<file path="src/hdl/ths_pkg.sv">
// ----------------------------------------------------------------------------
// ths_pkg
// Shared types, register map and helpers for the threshold histogram stats
// block.
// ----------------------------------------------------------------------------
`default_nettype none

package ths_pkg;

   // sample and statistic widths
   localparam int SAMPLE_W     = 8;
   localparam int NUM_BINS     = 5;
   localparam int COUNT_BITS   = 24;
   localparam int OUT_COUNT_W  = 24;
   localparam int SUM_W        = 32;
   localparam int SUM_WIDE_W   = SUM_W + 1;

   // configuration port geometry
   localparam int CSR_DATA_W   = 32;
   localparam int CSR_ADDR_W   = 5;
   localparam int REG_IDX_W    = 3;

   // register indexes
   localparam logic [REG_IDX_W-1:0] REG_THRESHOLD_0 = 3'd0;
   localparam logic [REG_IDX_W-1:0] REG_THRESHOLD_1 = 3'd1;
   localparam logic [REG_IDX_W-1:0] REG_THRESHOLD_2 = 3'd2;
   localparam logic [REG_IDX_W-1:0] REG_THRESHOLD_3 = 3'd3;
   localparam logic [REG_IDX_W-1:0] REG_THRESHOLD_4 = 3'd4;
   localparam logic [REG_IDX_W-1:0] REG_EVENT_LEVEL = 3'd5;
   localparam logic [REG_IDX_W-1:0] REG_DELAY_EN    = 3'd6;
   localparam logic [REG_IDX_W-1:0] REG_DELAY_LEVEL = 3'd7;

   typedef logic [SAMPLE_W-1:0]    sample_type;
   typedef logic [COUNT_BITS-1:0]  count_type;
   typedef logic [OUT_COUNT_W-1:0] out_count_type;
   typedef logic [SUM_W-1:0]       sum_type;

   localparam count_type  COUNT_MAX = {COUNT_BITS{1'b1}};
   localparam sum_type    SUM_MAX   = {SUM_W{1'b1}};
   localparam sample_type SAMPLE_MAX = {SAMPLE_W{1'b1}};

   // reset values of the registers
   localparam sample_type THRESHOLD_0_RST = 8'd95;
   localparam sample_type THRESHOLD_1_RST = 8'd90;
   localparam sample_type THRESHOLD_2_RST = 8'd85;
   localparam sample_type THRESHOLD_3_RST = 8'd80;
   localparam sample_type THRESHOLD_4_RST = 8'd0;
   localparam sample_type EVENT_LEVEL_RST = 8'd90;
   localparam sample_type DELAY_LEVEL_RST = 8'd0;

   // configuration seen by the datapath
   typedef struct packed {
      sample_type [NUM_BINS-1:0] threshold;
      sample_type                event_level;
      logic                      delay_enable;
      sample_type                delay_level;
   } cfg_type;

   // one result transaction
   typedef struct packed {
      logic                         accepted;
      out_count_type                sample_count;
      sample_type                   minimum;
      sample_type                   maximum;
      sum_type                      total;
      out_count_type                dip_events;
      out_count_type [NUM_BINS-1:0] bin_count;
   } stats_type;

   // saturating increment of an event counter
   function automatic count_type sat_inc(input count_type v);
      return (v == COUNT_MAX) ? v : v + count_type'(1);
   endfunction

endpackage

`default_nettype wire

</file>
<file path="src/hdl/ths_req_if.sv">
// ----------------------------------------------------------------------------
// ths_req_if
// Sample channel: valid/ready handshake carrying one sensor sample.
// ----------------------------------------------------------------------------
`default_nettype none

interface ths_req_if;
   import ths_pkg::*;

   logic       valid;
   logic       ready;
   sample_type sample;

   modport source (output valid, output sample, input ready);
   modport sink   (input valid, input sample, output ready);
endinterface

`default_nettype wire

</file>
<file path="src/hdl/ths_rsp_if.sv">
// ----------------------------------------------------------------------------
// ths_rsp_if
// Result channel: valid/ready handshake carrying the statistics snapshot.
// ----------------------------------------------------------------------------
`default_nettype none

interface ths_rsp_if;
   import ths_pkg::*;

   logic          valid;
   logic          ready;
   logic          accepted;
   out_count_type sample_count;
   sample_type    minimum;
   sample_type    maximum;
   sum_type       total;
   out_count_type dip_events;
   out_count_type bin_count_0;
   out_count_type bin_count_1;
   out_count_type bin_count_2;
   out_count_type bin_count_3;
   out_count_type bin_count_4;

   modport source (
      output valid, output accepted, output sample_count, output minimum,
      output maximum, output total, output dip_events, output bin_count_0,
      output bin_count_1, output bin_count_2, output bin_count_3,
      output bin_count_4, input ready
   );
   modport sink (
      input valid, input accepted, input sample_count, input minimum,
      input maximum, input total, input dip_events, input bin_count_0,
      input bin_count_1, input bin_count_2, input bin_count_3,
      input bin_count_4, output ready
   );
endinterface

`default_nettype wire

</file>
<file path="src/hdl/ths_csr.sv">
// ----------------------------------------------------------------------------
// ths_csr
// APB-style register file holding bin thresholds, dip level and start delay.
// ----------------------------------------------------------------------------
`default_nettype none

module ths_csr (
   input  wire logic                           clock,
   input  wire logic                           reset,
   input  wire logic                           csr_psel,
   input  wire logic                           csr_penable,
   input  wire logic                           csr_pwrite,
   input  wire logic [ths_pkg::CSR_ADDR_W-1:0] csr_paddr,
   input  wire logic [ths_pkg::CSR_DATA_W-1:0] csr_pwdata,
   output logic      [ths_pkg::CSR_DATA_W-1:0] csr_prdata,
   output logic                                csr_pready,
   output ths_pkg::cfg_type                    cfg
);
   import ths_pkg::*;

   cfg_type                cfg_ff;
   cfg_type                cfg_in;
   logic                   wr_en;
   logic [REG_IDX_W-1:0]   reg_idx;
   sample_type             wr_byte;

   assign csr_pready = 1'b1;
   assign wr_en      = csr_psel && csr_penable && csr_pwrite && csr_pready;
   assign reg_idx    = csr_paddr[CSR_ADDR_W-1:2];
   assign wr_byte    = csr_pwdata[SAMPLE_W-1:0];
   assign cfg        = cfg_ff;

   // write decode
   always_comb begin
      cfg_in = cfg_ff;
      if (wr_en) begin
         case (reg_idx)
            REG_THRESHOLD_0: cfg_in.threshold[0] = wr_byte;
            REG_THRESHOLD_1: cfg_in.threshold[1] = wr_byte;
            REG_THRESHOLD_2: cfg_in.threshold[2] = wr_byte;
            REG_THRESHOLD_3: cfg_in.threshold[3] = wr_byte;
            REG_THRESHOLD_4: cfg_in.threshold[4] = wr_byte;
            REG_EVENT_LEVEL: cfg_in.event_level  = wr_byte;
            REG_DELAY_EN:    cfg_in.delay_enable = csr_pwdata[0];
            REG_DELAY_LEVEL: cfg_in.delay_level  = wr_byte;
            default:         cfg_in = cfg_ff;
         endcase
      end
   end

   // register storage
   always_ff @(posedge clock) begin
      if (reset) begin
         cfg_ff.threshold[0] <= THRESHOLD_0_RST;
         cfg_ff.threshold[1] <= THRESHOLD_1_RST;
         cfg_ff.threshold[2] <= THRESHOLD_2_RST;
         cfg_ff.threshold[3] <= THRESHOLD_3_RST;
         cfg_ff.threshold[4] <= THRESHOLD_4_RST;
         cfg_ff.event_level  <= EVENT_LEVEL_RST;
         cfg_ff.delay_enable <= 1'b0;
         cfg_ff.delay_level  <= DELAY_LEVEL_RST;
      end else begin
         cfg_ff <= cfg_in;
      end
   end

   // read back
   always_comb begin
      case (reg_idx)
         REG_THRESHOLD_0: csr_prdata = CSR_DATA_W'(cfg_ff.threshold[0]);
         REG_THRESHOLD_1: csr_prdata = CSR_DATA_W'(cfg_ff.threshold[1]);
         REG_THRESHOLD_2: csr_prdata = CSR_DATA_W'(cfg_ff.threshold[2]);
         REG_THRESHOLD_3: csr_prdata = CSR_DATA_W'(cfg_ff.threshold[3]);
         REG_THRESHOLD_4: csr_prdata = CSR_DATA_W'(cfg_ff.threshold[4]);
         REG_EVENT_LEVEL: csr_prdata = CSR_DATA_W'(cfg_ff.event_level);
         REG_DELAY_EN:    csr_prdata = CSR_DATA_W'(cfg_ff.delay_enable);
         REG_DELAY_LEVEL: csr_prdata = CSR_DATA_W'(cfg_ff.delay_level);
         default:         csr_prdata = '0;
      endcase
   end

endmodule

`default_nettype wire

</file>
<file path="src/hdl/ths_stats.sv">
// ----------------------------------------------------------------------------
// ths_stats
// Running statistics state: start delay, count, min, max, sum, dip events
// and cumulative bins, updated once per processed sample.
// ----------------------------------------------------------------------------
`default_nettype none

module ths_stats (
   input  wire logic                clock,
   input  wire logic                reset,
   input  wire logic                fire,
   input  wire ths_pkg::sample_type sample,
   input  wire ths_pkg::cfg_type    cfg,
   output ths_pkg::stats_type       result
);
   import ths_pkg::*;

   logic                       waiting_ff, waiting_in;
   logic                       above_ff, above_in;
   count_type                  count_ff, count_in;
   sample_type                 min_ff, min_in;
   sample_type                 max_ff, max_in;
   sum_type                    sum_ff, sum_in;
   count_type                  event_ff, event_in;
   count_type [NUM_BINS-1:0]   bin_ff, bin_in;
   logic                       delay_active;
   logic                       below_delay;
   logic                       accepted_in;
   logic [SUM_WIDE_W-1:0]      sum_wide;

   // start delay gate
   assign delay_active = cfg.delay_enable && waiting_ff;
   assign below_delay  = sample < cfg.delay_level;
   assign accepted_in  = !delay_active || below_delay;
   assign sum_wide     = {1'b0, sum_ff} + SUM_WIDE_W'(sample);

   // next state for one sample
   always_comb begin
      waiting_in = waiting_ff;
      above_in   = above_ff;
      count_in   = count_ff;
      min_in     = min_ff;
      max_in     = max_ff;
      sum_in     = sum_ff;
      event_in   = event_ff;
      bin_in     = bin_ff;
      if (delay_active && below_delay) begin
         waiting_in = 1'b0;
      end
      if (accepted_in) begin
         // dip counting with re-arm above the level
         if (above_ff && (sample < cfg.event_level)) begin
            above_in = 1'b0;
            event_in = sat_inc(event_ff);
         end else if (!above_ff && (sample > cfg.event_level)) begin
            above_in = 1'b1;
         end
         for (int k = 0; k < NUM_BINS; k++) begin
            if (sample < cfg.threshold[k]) begin
               bin_in[k] = sat_inc(bin_ff[k]);
            end
         end
         if (sample < min_ff) begin
            min_in = sample;
         end
         if (sample > max_ff) begin
            max_in = sample;
         end
         sum_in   = sum_wide[SUM_W] ? SUM_MAX : sum_wide[SUM_W-1:0];
         count_in = sat_inc(count_ff);
      end
   end

   // snapshot after this sample
   always_comb begin
      result.accepted     = accepted_in;
      result.sample_count = OUT_COUNT_W'(count_in);
      result.minimum      = min_in;
      result.maximum      = max_in;
      result.total        = sum_in;
      result.dip_events   = OUT_COUNT_W'(event_in);
      for (int k = 0; k < NUM_BINS; k++) begin
         result.bin_count[k] = OUT_COUNT_W'(bin_in[k]);
      end
   end

   // state registers
   always_ff @(posedge clock) begin
      if (reset) begin
         waiting_ff <= 1'b1;
         above_ff   <= 1'b1;
         count_ff   <= '0;
         min_ff     <= SAMPLE_MAX;
         max_ff     <= '0;
         sum_ff     <= '0;
         event_ff   <= '0;
         bin_ff     <= '0;
      end else if (fire) begin
         waiting_ff <= waiting_in;
         above_ff   <= above_in;
         count_ff   <= count_in;
         min_ff     <= min_in;
         max_ff     <= max_in;
         sum_ff     <= sum_in;
         event_ff   <= event_in;
         bin_ff     <= bin_in;
      end
   end

   // a dropped sample leaves the sample count alone
   a_drop_holds_count: assert property (@(posedge clock) disable iff (reset)
      fire && !accepted_in |=> $stable(count_ff))
      else $error("sample count moved on a dropped sample");

   // once anything was counted the minimum cannot exceed the maximum
   a_min_le_max: assert property (@(posedge clock) disable iff (reset)
      count_ff != '0 |-> min_ff <= max_ff)
      else $error("minimum above maximum");

   // bin 0 never counts more samples than were accepted
   a_bin_le_count: assert property (@(posedge clock) disable iff (reset)
      bin_ff[0] <= count_ff)
      else $error("bin 0 exceeds sample count");

endmodule

`default_nettype wire

</file>
<file path="src/hdl/threshold_histogram_stats.sv">
// ----------------------------------------------------------------------------
// threshold_histogram_stats
// Running min/max/sum/count, cumulative threshold bins and dip event count
// over a stream of 8-bit sensor samples.
// ----------------------------------------------------------------------------
// Usage:
//   req carries one sample per transaction, rsp returns one statistics
//   snapshot per sample (accepted flag plus all statistics after it).
//   The csr_ APB-style port sets the five bin thresholds, the dip level and
//   the start delay; write it only while no sample is in flight.
// Pipeline and throughput:
//   a sample accepted on req is registered in the input stage, folded into
//   the statistics when it advances to the result register and presented on
//   rsp from then on. The input register and the result register form a
//   two-stage pipeline that takes one sample every cycle while rsp is not
//   stalled; the per-sample update is one compare/increment pass.
// Reset:
//   synchronous; clears both pipeline stages, restores register defaults
//   and the statistics to count 0, min 255, max 0, sum 0, start delay armed.
// Stall:
//   when rsp.ready is low the result holds, the input register fills and
//   req.ready drops only once both stages are occupied.
// ----------------------------------------------------------------------------
`default_nettype none

module threshold_histogram_stats (
   input  wire logic                           clock,
   input  wire logic                           reset,
   ths_req_if.sink                             req,
   ths_rsp_if.source                           rsp,
   input  wire logic                           csr_psel,
   input  wire logic                           csr_penable,
   input  wire logic                           csr_pwrite,
   input  wire logic [ths_pkg::CSR_ADDR_W-1:0] csr_paddr,
   input  wire logic [ths_pkg::CSR_DATA_W-1:0] csr_pwdata,
   output logic      [ths_pkg::CSR_DATA_W-1:0] csr_prdata,
   output logic                                csr_pready
);
   import ths_pkg::*;

   cfg_type    cfg;
   stats_type  result_in;
   stats_type  result_ff;
   logic       s1_valid_ff, s1_valid_in;
   sample_type s1_sample_ff;
   logic       rsp_valid_ff, rsp_valid_in;
   logic       advance;
   logic       req_fire;

   ths_csr u_csr (
      .clock       (clock),
      .reset       (reset),
      .csr_psel    (csr_psel),
      .csr_penable (csr_penable),
      .csr_pwrite  (csr_pwrite),
      .csr_paddr   (csr_paddr),
      .csr_pwdata  (csr_pwdata),
      .csr_prdata  (csr_prdata),
      .csr_pready  (csr_pready),
      .cfg         (cfg)
   );

   ths_stats u_stats (
      .clock  (clock),
      .reset  (reset),
      .fire   (advance),
      .sample (s1_sample_ff),
      .cfg    (cfg),
      .result (result_in)
   );

   // pipeline flow control
   assign advance      = s1_valid_ff && (!rsp_valid_ff || rsp.ready);
   assign req.ready    = !s1_valid_ff || advance;
   assign req_fire     = req.valid && req.ready;
   assign s1_valid_in  = req_fire || (s1_valid_ff && !advance);
   assign rsp_valid_in = advance || (rsp_valid_ff && !rsp.ready);

   // control registers
   always_ff @(posedge clock) begin
      if (reset) begin
         s1_valid_ff  <= 1'b0;
         rsp_valid_ff <= 1'b0;
      end else begin
         s1_valid_ff  <= s1_valid_in;
         rsp_valid_ff <= rsp_valid_in;
      end
   end

   // payload registers
   always_ff @(posedge clock) begin
      if (req_fire) begin
         s1_sample_ff <= req.sample;
      end
      if (advance) begin
         result_ff <= result_in;
      end
   end

   // result channel
   assign rsp.valid        = rsp_valid_ff;
   assign rsp.accepted     = result_ff.accepted;
   assign rsp.sample_count = result_ff.sample_count;
   assign rsp.minimum      = result_ff.minimum;
   assign rsp.maximum      = result_ff.maximum;
   assign rsp.total        = result_ff.total;
   assign rsp.dip_events   = result_ff.dip_events;
   assign rsp.bin_count_0  = result_ff.bin_count[0];
   assign rsp.bin_count_1  = result_ff.bin_count[1];
   assign rsp.bin_count_2  = result_ff.bin_count[2];
   assign rsp.bin_count_3  = result_ff.bin_count[3];
   assign rsp.bin_count_4  = result_ff.bin_count[4];

   // a waiting sample is kept while the result side is stalled
   a_s1_holds: assert property (@(posedge clock) disable iff (reset)
      s1_valid_ff && rsp_valid_ff && !rsp.ready
      |=> s1_valid_ff && $stable(s1_sample_ff))
      else $error("input stage lost a sample under stall");

   // every processed sample shows up as a result
   a_advance_to_rsp: assert property (@(posedge clock) disable iff (reset)
      advance |=> rsp_valid_ff)
      else $error("processed sample produced no result");

endmodule

`default_nettype wire

</file>
<file path="src/flat_wrapper.sv">
// flat-port wrapper written by rule: the top's interface ports become plain ports
module threshold_histogram_stats_flat import ths_pkg::*;
  (clock, reset, csr_psel, csr_penable, csr_pwrite, csr_paddr, csr_pwdata, csr_prdata, csr_pready, req_valid, req_sample, req_ready, rsp_valid, rsp_accepted, rsp_sample_count, rsp_minimum, rsp_maximum, rsp_total, rsp_dip_events, rsp_bin_count_0, rsp_bin_count_1, rsp_bin_count_2, rsp_bin_count_3, rsp_bin_count_4, rsp_ready);
  ths_req_if req_i ();
  ths_rsp_if rsp_i ();
  input  wire logic clock;
  input  wire logic reset;
  input  wire logic csr_psel;
  input  wire logic csr_penable;
  input  wire logic csr_pwrite;
  input  wire logic [ths_pkg::CSR_ADDR_W-1:0] csr_paddr;
  input  wire logic [ths_pkg::CSR_DATA_W-1:0] csr_pwdata;
  output logic      [ths_pkg::CSR_DATA_W-1:0] csr_prdata;
  output logic csr_pready;
  input wire logic [$bits(req_i.valid)-1:0] req_valid;
  input wire logic [$bits(req_i.sample)-1:0] req_sample;
  output wire logic [$bits(req_i.ready)-1:0] req_ready;
  output wire logic [$bits(rsp_i.valid)-1:0] rsp_valid;
  output wire logic [$bits(rsp_i.accepted)-1:0] rsp_accepted;
  output wire logic [$bits(rsp_i.sample_count)-1:0] rsp_sample_count;
  output wire logic [$bits(rsp_i.minimum)-1:0] rsp_minimum;
  output wire logic [$bits(rsp_i.maximum)-1:0] rsp_maximum;
  output wire logic [$bits(rsp_i.total)-1:0] rsp_total;
  output wire logic [$bits(rsp_i.dip_events)-1:0] rsp_dip_events;
  output wire logic [$bits(rsp_i.bin_count_0)-1:0] rsp_bin_count_0;
  output wire logic [$bits(rsp_i.bin_count_1)-1:0] rsp_bin_count_1;
  output wire logic [$bits(rsp_i.bin_count_2)-1:0] rsp_bin_count_2;
  output wire logic [$bits(rsp_i.bin_count_3)-1:0] rsp_bin_count_3;
  output wire logic [$bits(rsp_i.bin_count_4)-1:0] rsp_bin_count_4;
  input wire logic [$bits(rsp_i.ready)-1:0] rsp_ready;
  assign req_i.valid = req_valid;
  assign req_i.sample = req_sample;
  assign req_ready = req_i.ready;
  assign rsp_valid = rsp_i.valid;
  assign rsp_accepted = rsp_i.accepted;
  assign rsp_sample_count = rsp_i.sample_count;
  assign rsp_minimum = rsp_i.minimum;
  assign rsp_maximum = rsp_i.maximum;
  assign rsp_total = rsp_i.total;
  assign rsp_dip_events = rsp_i.dip_events;
  assign rsp_bin_count_0 = rsp_i.bin_count_0;
  assign rsp_bin_count_1 = rsp_i.bin_count_1;
  assign rsp_bin_count_2 = rsp_i.bin_count_2;
  assign rsp_bin_count_3 = rsp_i.bin_count_3;
  assign rsp_bin_count_4 = rsp_i.bin_count_4;
  assign rsp_i.ready = rsp_ready;
  threshold_histogram_stats u_core (.clock(clock), .reset(reset), .req(req_i), .rsp(rsp_i), .csr_psel(csr_psel), .csr_penable(csr_penable), .csr_pwrite(csr_pwrite), .csr_paddr(csr_paddr), .csr_pwdata(csr_pwdata), .csr_prdata(csr_prdata), .csr_pready(csr_pready));
endmodule
</file>
<file path="config.mk">
export PLATFORM = sky130hd
export DESIGN_NAME = threshold_histogram_stats_flat
export DESIGN_NICKNAME = d
export VERILOG_FILES = /design/src/hdl/ths_pkg.sv /design/src/hdl/ths_req_if.sv /design/src/hdl/ths_rsp_if.sv /design/src/hdl/ths_csr.sv /design/src/hdl/ths_stats.sv /design/src/hdl/threshold_histogram_stats.sv /design/src/flat_wrapper.sv
export SDC_FILE = /design/constraint.sdc
export NUM_CORES = 1
export LEC_CHECK = 0
export BUFFER_PORTS_ARGS = -buffer_cell sky130_fd_sc_hd__buf_4
export CORE_AREA = 2 2 230 232
export DETAILED_ROUTE_END_ITERATION = 6
export DIE_AREA = 0 0 232 234
export HOLD_SLACK_MARGIN = 0.03
export PLACE_DENSITY = 0.7
export SYNTH_ARGS = -nofsm -noshare
export SYNTH_HDL_FRONTEND = slang
export SYNTH_HIERARCHICAL = 1
export SYNTH_SLANG_ARGS = --single-unit
</file>
<file path="constraint.sdc">
create_clock -name clock -period 14.2 [get_ports clock]
set_input_delay 2.84 -clock clock [delete_from_list [all_inputs] [get_ports clock]]
set_output_delay 2.84 -clock clock [all_outputs]
set_load 0.03 [all_outputs]
</file>
==> metrics.txt, run 1 <==
status=finished clean; WL final=63600 µm; Tmin final=7310 ps; Fin. Hold Viols=0; CP Capture Type=output pin; CTS root buf=clkbuf_16; first-pass GRT wire length=99800 µm; DRC errors left=0; initial antenna violation count=1; Post-DP Area=0.0279 mm²; endpoints failing setup=0; class of the worst hold path=reg -> reg; cell count after synthesis=2629; Worst-path clk slew=60 ps; Port-buffer cells=252; LEAKAGE=11.2 nW; Yosys cell types=106; switching share of power=24.7%; Fin Setup TNS=0 ps; Synth top area share=26.3%; GPL Wtd Cong=0.885; critical path arrival=4470 ps; Layout area overhead=15.7%; io pins=304; Synthesis Warnings=6; CTS sink count=502; gr usage total=22.9%; Sw Pwr=0.834 mW; Logic pwr share=9.9%; core area=0.0520 mm²; clock skew=19.3 ps; Internal=2.55 mW; worst-margin pin slew=1200 ps; # Max-Cap Violations=0; Final #Nets=2944; CP Data Required Time=11360 ps; Async S/R FF share, synth=0%; Worst Path Max Fanout=17; fmax=137 MHz; Via-to-Cell Ratio=5.65; layout cells sized above 1=16.0%; Seq pwr share=46.6%; fin. max-slew vios=0; PostCTS Resize Cnt=0; Synth area leaders=edfxtp_1, dfxtp_1, xnor2_1; vias in the first global route=18900; DR iter-0 viols=1625; CP startpoint kind=input port; Clock Power Share=43.5%; die width=232 µm; Cell Area, Synth=0.0257 mm²; CTS tree=done; Post-DRT Antenna Nets=0; hpwl dp=43000 µm; R2R setup slack=9790 ps; RSZ-0062 raised after global routing=false; # diodes=0; PwrDens=114 mW/mm²; Peak VDD IR=93.4 µV; initial core utilization=49.4%; area leader, netlist=edfxtp_1; sequential area share after synthesis=47.9%; htree depth=2; number of CTS-inserted buffers=54; maximum root-to-sink buffer count=3; wire per inst=18.0 µm; routed vias=20000; fin area=0.0297 mm²; std cell rows=84; DRT Pass-1 Iters=5; fin crit share=51.5%; Synth Register Bits=502; GRT Residual Overflow=0; worst skew pair latency=590 ps; max_slew headroom=19.6%; predominant post-synthesis flop cell=dfxtp_1; Post-synth EDFFs=225; Post-CTS Setup Inserts=0; Setup CP Type=in -> out; Die ar.=0.0543 mm²; die height=234 µm; Syn Area/Cell=9.77 µm²; largest net degree at the start of global routing=182; Hold Buf Count CTS=0
## through the flow
stage          std cells  hold WS, ps  utilization [%]  power (mW)  worst slack (ps)
2_1_floorplan       2652          448                -        1.83              6880
3_3_place_gp        3443          464             53.6        1.93              6970
3_5_place_dp        3443          472             53.6        1.94              6960
4_1_cts             3544          478             57.2        3.41              6960
5_1_grt             3544          501             57.2        3.50              6830
6_report            3544          477             57.2        3.38              6890
## critical path, cell delays in order
cell	delay, ps
buf_4	220
nand2b_1	510
o22ai_1	380
nand2_1	90
a21oi_1	210
buf_4	200
## synthesized netlist by cell type, types with 35 or more instances
| cell | n |
|---|---|
| a21oi_1 | 152 |
| and3_1 | 56 |
| buf_2 | 45 |
| buf_4 | 35 |
| clkbuf_1 | 83 |
| dfxtp_1 | 277 |
| edfxtp_1 | 225 |
| ha_1 | 80 |
| inv_1 | 90 |
| mux2i_1 | 38 |
| nand2_1 | 231 |
| nand3_1 | 132 |
| nand4_1 | 92 |
| nor2_1 | 275 |
| nor3_1 | 76 |
| o21ai_0 | 35 |
| xnor2_1 | 172 |
| xor2_1 | 120 |
## power by group through the flow
| stage | Clock, mW | Combinational (mW) | Sequential, mW |
|---|---|---|---|
| after floorplan | 0 | 0.162 | 1.67 |
| after global placement | 0 | 0.326 | 1.61 |
| after detailed placement | 0 | 0.333 | 1.61 |
| after CTS | 1.50 | 0.334 | 1.58 |
| after global routing | 1.56 | 0.359 | 1.58 |
| final | 1.47 | 0.334 | 1.58 |
## logic make-up after synthesis
logic type | Yosys count | share of synthesized area (%)
AND/OR/NAND/NOR | 1042 | 20.8
flip-flops | 502 | 47.9
AO/OA/AOI/OAI | 379 | 9.86
XOR/XNOR | 292 | 9.95
buffers and inverters | 262 | 4.68
adder cells (fa/ha/maj) | 81 | 3.97
multiplexers | 69 | 2.84
other | 2 | 0.0292
## metal layers
metal / GRT usage, % / vias to the layer above / routed length, µm / part of all wire [%]
li1: - / 9667 / - / -
met1: 29.9 / 9578 / 27400 / 43
met2: 37.6 / 656 / 30100 / 47
met3: 4.86 / 124 / 4240 / 6.7
met4: 8.07 / 2 / 1980 / 3.1
met5: 0 / - / 7 / 0.011
## cells in the final DEF, fill, tap and decap left out, types with 16 or more instances in the layout
cell       instances
o21ai_1           25
nor2_1           275
ha_1              80
xor2_1           120
inv_1             90
or3_1             16
dfxtp_1          277
mux2_2            24
nor4_1            17
and3_1            56
and4_1            24
mux2i_1           38
nor3_1            76
buf_4            271
a211oi_1          18
nor2b_1           18
edfxtp_1         225
clkbuf_16         56
a21oi_1          152
conb_1            25
xnor2_1          172
and2_1            25
o21ai_0           35
nand3_1          132
nand2_1          231
nand4_1           92
## worst paths after layout
check | startpoint | end | cells past startpoint
max reg2reg | u_core/s1_sample_ff[2]$_DFFE_PP_ | u_core/rsp.bin_count_3[1]$_DFFE_PP_ | 9
max | csr_paddr[2] | csr_prdata[0] | 6
min reg2reg | u_core/u_csr/cfg[5]$_SDFFE_PP0P_ | u_core/u_csr/cfg[5]$_SDFFE_PP0P_ | 2
min | u_core/u_csr/cfg[5]$_SDFFE_PP0P_ | u_core/u_csr/cfg[5]$_SDFFE_PP0P_ | 2
## cell type report
type	instances	area [µm²]
repair buffers	273	2070
inverters	92	345
fillers	4502	22300
well taps	688	861
clock inverters	31	363
multi-input cells	1888	12300
flip-flops and latches	502	12300
clock buffers	70	1500
## registers in the layout, indices dropped and copies added, names as in the netlist, 8 cells and up
signal and cells:
u_core/rsp.bin_count_0 24, u_core/rsp.bin_count_1 24, u_core/rsp.bin_count_2 24, u_core/rsp.bin_count_3 24, u_core/rsp.bin_count_4 24, u_core/rsp.dip_events 24
u_core/rsp.maximum 8, u_core/rsp.minimum 8, u_core/rsp.sample_count 24, u_core/rsp.total 32, u_core/s1_sample_ff 8, u_core/u_csr/cfg 57
u_core/u_stats/bin_ff 120, u_core/u_stats/count_ff 24, u_core/u_stats/event_ff 24, u_core/u_stats/max_ff 8, u_core/u_stats/min_ff 8, u_core/u_stats/sum_ff 32
Power figures use the tool's default switching activity.
==> run 2, diff against run 1 <==
--- a/config.mk
+++ b/config.mk
@@ -10,7 +10,7 @@
 export DETAILED_ROUTE_END_ITERATION = 6
 export DIE_AREA = 0 0 232 234
 export HOLD_SLACK_MARGIN = 0.03
-export PLACE_DENSITY = 0.7
+export PLACE_DENSITY = 0.72
 export SYNTH_ARGS = -nofsm -noshare
 export SYNTH_HDL_FRONTEND = slang
 export SYNTH_HIERARCHICAL = 1
==> constraint.sdc (replaced) <==
create_clock -name clock -period 6.1 [get_ports clock]
set_input_delay 1.22 -clock clock [delete_from_list [all_inputs] [get_ports clock]]
set_output_delay 1.22 -clock clock [all_outputs]
set_load 0.03 [all_outputs]
==> metrics.txt, run 2 (synthesis gave the netlist of run 1 again) <==
clock skew=21.2 ps; vias in the first global route=18800; WL final=63400 µm; LEAKAGE=11.1 nW; endpoints failing setup=0; Via-to-Cell Ratio=5.65; worst skew pair latency=600 ps; fin. max-slew vios=0; layout cells sized above 1=15.9%; Worst Path Max Fanout=29; Port-buffer cells=252; die width=232 µm; core area=0.0520 mm²; Fin. Hold Viols=0; status=finished clean; Hold Buf Count CTS=0; io pins=304; fmax=229 MHz; gr usage total=22.6%; hold_sp=u_core/u_csr/cfg[5]$_SDFFE_PP0P_; # Max-Cap Violations=0; number of CTS-inserted buffers=54; Layout area overhead=15.4%; CP Capture Type=flop; Die ar.=0.0543 mm²; final std cells w/o fill=3548; hpwl dp=43100 µm; worst setup margin=1740 ps; Peak VDD IR=199 µV; max reg flops=120; first-pass GRT wire length=98800 µm; reg2reg end=u_core/rsp.bin_count_3[1]$_DFFE_PP_; register name with the most flops=u_core/u_stats/bin_ff; Post-DRT Antenna Nets=0; Critical path origin=u_core/s1_sample_ff[1]$_DFFE_PP_; initial antenna violation count=0; CTS root buf=clkbuf_16; DP Cell Count=3448; PostCTS Resize Cnt=0; DR iter-0 viols=1384; Setup CP Type=reg -> reg; Final Util=57.0%; GRT Residual Overflow=0; Fin Setup TNS=0 ps; CTS sink count=502; die height=234 µm; initial core utilization=49.4%; R2R setup slack=1740 ps; fin crit share=71.5%; Final #Nets=2949; maximum root-to-sink buffer count=3; Fill cells=4474; Pwr Total=7.69 mW; reg2reg path depth=9; htree depth=2; most frequent cells in the layout=dfxtp_1, buf_4, nor2_1; largest net degree at the start of global routing=151; Worst-path clk slew=60 ps; CP startpoint kind=flop; WHS Path Cells=2; Post-CTS Setup Inserts=0; dpl ws=1750 ps; Critical R2R Launch=u_core/s1_sample_ff[1]$_DFFE_PP_; wire per inst=17.9 µm; RSZ-0062 raised after global routing=false; # diodes=0; most common cell after layout, fill and taps aside=dfxtp_1; critical path arrival=4700 ps; PwrDens=259 mW/mm²; max_slew headroom=23.9%; DRC errors left=0; class of the worst hold path=reg -> reg; hold endpoint=u_core/u_csr/cfg[5]$_SDFFE_PP0P_; GPL Wtd Cong=0.908; std cell rows=84; DRT Pass-1 Iters=5; routed vias=20100; Tmin final=4360 ps; CTS tree=done; worst-margin pin slew=1140 ps; CP Data Required Time=6440 ps
## run 2: cell count changes in the layout (fill, tap and decap cells not counted), sizes merged
cell,change
buf,+5
bufinv,-5
clkbuf,+11
clkinv,-8
clkinvlp,+1
## run 2: through the flow
stage / area [µm²] / hold slack, ps
2_1_floorplan: 25800 / 448
3_3_place_gp: 27900 / 459
3_5_place_dp: 27900 / 476
4_1_cts: 29700 / 484
5_1_grt: 29700 / 506
6_report: 29700 / 485
## run 2: cell type report
type	instances	area [µm²]	area share (%)
inverter	92	345	1.16
clock inverter	19	189	0.637
sequential	502	12300	41.5
multi-input combinational	1888	12300	41.5
timing repair buffer	278	2110	7.10
tap	688	861	2.90
clock buffer	81	1570	5.28
## run 2: routing by layer
layer,GRT usage [%],share of wire [%],up-vias
met3,4.34,6.5,99
met2,37.0,47,628
met1,30.4,44,9663
met4,7.09,2.5,0
met5,0,0,-
li1,-,-,9666
## run 2: critical path, cell delays in order, from the launching register on
cell and delay [ps]:
edfxtp_1 900, ha_1 400, a2111oi_4 390, o31a_2 520, nor2_2 230, inv_2 550, and2_1 220, buf_4 260
nor2b_1 250, mux2_1 350
## run 2: worst max-delay path by stage
stage / end / slack, ps / cells after the start
2_1_floorplan: u_core/u_stats/event_ff[15]$_SDFFE_PP0P_ / 400 / 9
3_3_place_gp: u_core/rsp.bin_count_3[1]$_DFFE_PP_ / 1860 / 9
3_5_place_dp: u_core/rsp.bin_count_3[1]$_DFFE_PP_ / 1750 / 9
4_1_cts: u_core/rsp.bin_count_3[1]$_DFFE_PP_ / 1720 / 9
5_1_grt: u_core/rsp.bin_count_3[1]$_DFFE_PP_ / 1500 / 9
6_report: u_core/rsp.bin_count_3[1]$_DFFE_PP_ / 1740 / 9
## run 2: report_power, final
part / switching [mW] / internal (mW)
sequential: 0.0562 / 3.62
combinational: 0.537 / 0.243
clock: 1.33 / 1.90
total: 1.93 / 5.76
==> run 3, diff against run 2 <==
--- a/config.mk
+++ b/config.mk
@@ -10,7 +10,7 @@
 export DETAILED_ROUTE_END_ITERATION = 6
 export DIE_AREA = 0 0 232 234
 export HOLD_SLACK_MARGIN = 0.03
-export PLACE_DENSITY = 0.72
+export PLACE_DENSITY = 0.7
 export SYNTH_ARGS = -nofsm -noshare
 export SYNTH_HDL_FRONTEND = slang
 export SYNTH_HIERARCHICAL = 1
==> constraint.sdc (replaced) <==
create_clock -name clock -period 4.4 [get_ports clock]
set_input_delay 0.88 -clock clock [delete_from_list [all_inputs] [get_ports clock]]
set_output_delay 0.88 -clock clock [all_outputs]
set_load 0.03 [all_outputs]
==> metrics.txt, run 3 (synthesis gave the netlist of run 1 again) <==
status=finished clean; initial core utilization=49.4%; R2R setup slack=720 ps; Fin Setup TNS=0 ps; CP Data Required Time=4740 ps; Final #Nets=2956; fin crit share=83.7%; Post-DP Area=0.0280 mm²; routed vias=20300; Die ar.=0.0543 mm²; CTS tree=done; htree depth=2; die width=232 µm; CTS root buf=clkbuf_16; first-pass GRT wire length=99300 µm; Setup CP Type=reg -> reg; vias in the first global route=19000; io pins=304; CTS sink count=502; number of CTS-inserted buffers=53; fmax=271 MHz; worst skew pair latency=600 ps; fin area=0.0299 mm²; most common cell after layout, fill and taps aside=buf_4; Port-buffer cells=252; Tmin final=3680 ps; Fin. Hold Viols=0; WHS=457 ps; GRT Residual Overflow=0; Fill cells=4385; max_slew headroom=27.7%; PostCTS Resize Cnt=0; Worst-path clk slew=60 ps; die height=234 µm; RSZ-0062 raised after global routing=false; max reg flops=120; Multi-input gate area=0.0123 mm²; critical path arrival=4020 ps; initial antenna violation count=0; Post-DRT Antenna Nets=0; class of the worst hold path=in -> reg; GPL Wtd Cong=0.910; critical path endpoint=u_core/rsp.minimum[2]$_DFFE_PP_; layout cells sized above 1=16.6%; CP startpoint kind=flop; Peak VDD IR=331 µV; worst-margin pin slew=1070 ps; CP Capture Type=flop; clock skew=17.3 ps; wire per inst=17.9 µm; LEAKAGE=11.2 nW; Hold Buf Count CTS=0; fin. max-slew vios=0; Post-CTS Setup Inserts=0; Worst Path Max Fanout=15; gr usage total=22.7%; hpwl dp=43200 µm; # Max-Cap Violations=0; Layout area overhead=16.3%; Via-to-Cell Ratio=5.70; reg2reg path depth=7; register name with the most flops=u_core/u_stats/bin_ff; PwrDens=367 mW/mm²; largest net degree at the start of global routing=115; most frequent cells in the layout=buf_4, dfxtp_1, nor2_1; core area=0.0520 mm²; std cell rows=84; DRT Pass-1 Iters=7; Critical path origin=u_core/s1_sample_ff[5]$_DFFE_PP_; reg2reg end=u_core/rsp.minimum[2]$_DFFE_PP_; maximum root-to-sink buffer count=3; storage element area=0.0123 mm²; endpoints failing setup=0; WL final=63800 µm; DR iter-0 viols=2124; DRC errors left=0; Critical R2R Launch=u_core/s1_sample_ff[5]$_DFFE_PP_
## run 3: cell type report
cell class	instances	area share [%]
Tap cell	688	2.88
Multi-Input combinational cell	1888	41.2
Antenna cell	2	0.0168
Clock buffer	67	4.99
Clock inverter	33	1.34
Inverter	92	1.16
Timing Repair Buffer	286	7.29
Sequential cell	502	41.2
## run 3: worst min path at each step
stage | start | to | slack (ps) | cells after the start
6_report | req_sample[6] | u_core/s1_sample_ff[6]$_DFFE_PP_ | 460 | 1
3_5_place_dp | u_core/u_stats/waiting_ff$_SDFFE_PP1P_ | u_core/u_stats/waiting_ff$_SDFFE_PP1P_ | 470 | 2
2_1_floorplan | u_core/u_stats/waiting_ff$_SDFFE_PP1P_ | u_core/u_stats/waiting_ff$_SDFFE_PP1P_ | 450 | 2
5_1_grt | req_sample[3] | u_core/s1_sample_ff[3]$_DFFE_PP_ | 440 | 1
3_3_place_gp | u_core/u_stats/waiting_ff$_SDFFE_PP1P_ | u_core/u_stats/waiting_ff$_SDFFE_PP1P_ | 460 | 2
4_1_cts | req_sample[6] | u_core/s1_sample_ff[6]$_DFFE_PP_ | 420 | 1
## run 3: stage by stage
stage               worst slack [ps]  power, mW  utilization, %  instances
floorplan                        297       5.91               -       2652
global placement                 841       6.25            53.8       3456
detailed placement               781       6.27            53.8       3456
CTS                              703       11.1            57.4       3556
global route                     550       11.3            57.4       3556
finish                           716       11.0            57.4       3558
## run 3: worst max-delay path, cell delays in order, from the launching register on
cell,delay (ps)
edfxtp_1,440
buf_4,260
ha_1,340
a2111oi_0,810
nor2b_1,320
a221o_1,520
nand2_1,360
mux2_2,380
## run 3: report_power, final
| group | switching, mW | leakage, nW | internal, mW |
|---|---|---|---|
| Sequential | 0.0751 | 4.27 | 5.01 |
| Combinational | 0.753 | 6.04 | 0.342 |
| Clock | 1.91 | 0.903 | 2.88 |
| Total | 2.74 | 11.2 | 8.23 |
## run 3: layer usage
layer,vias to the layer above,GRT usage (%),wire length [µm]
li1,9722,-,-
met1,9665,30.5,27800
met3,129,3.65,4230
met5,-,0,0
met4,0,8.33,1890
met2,771,37.3,29800
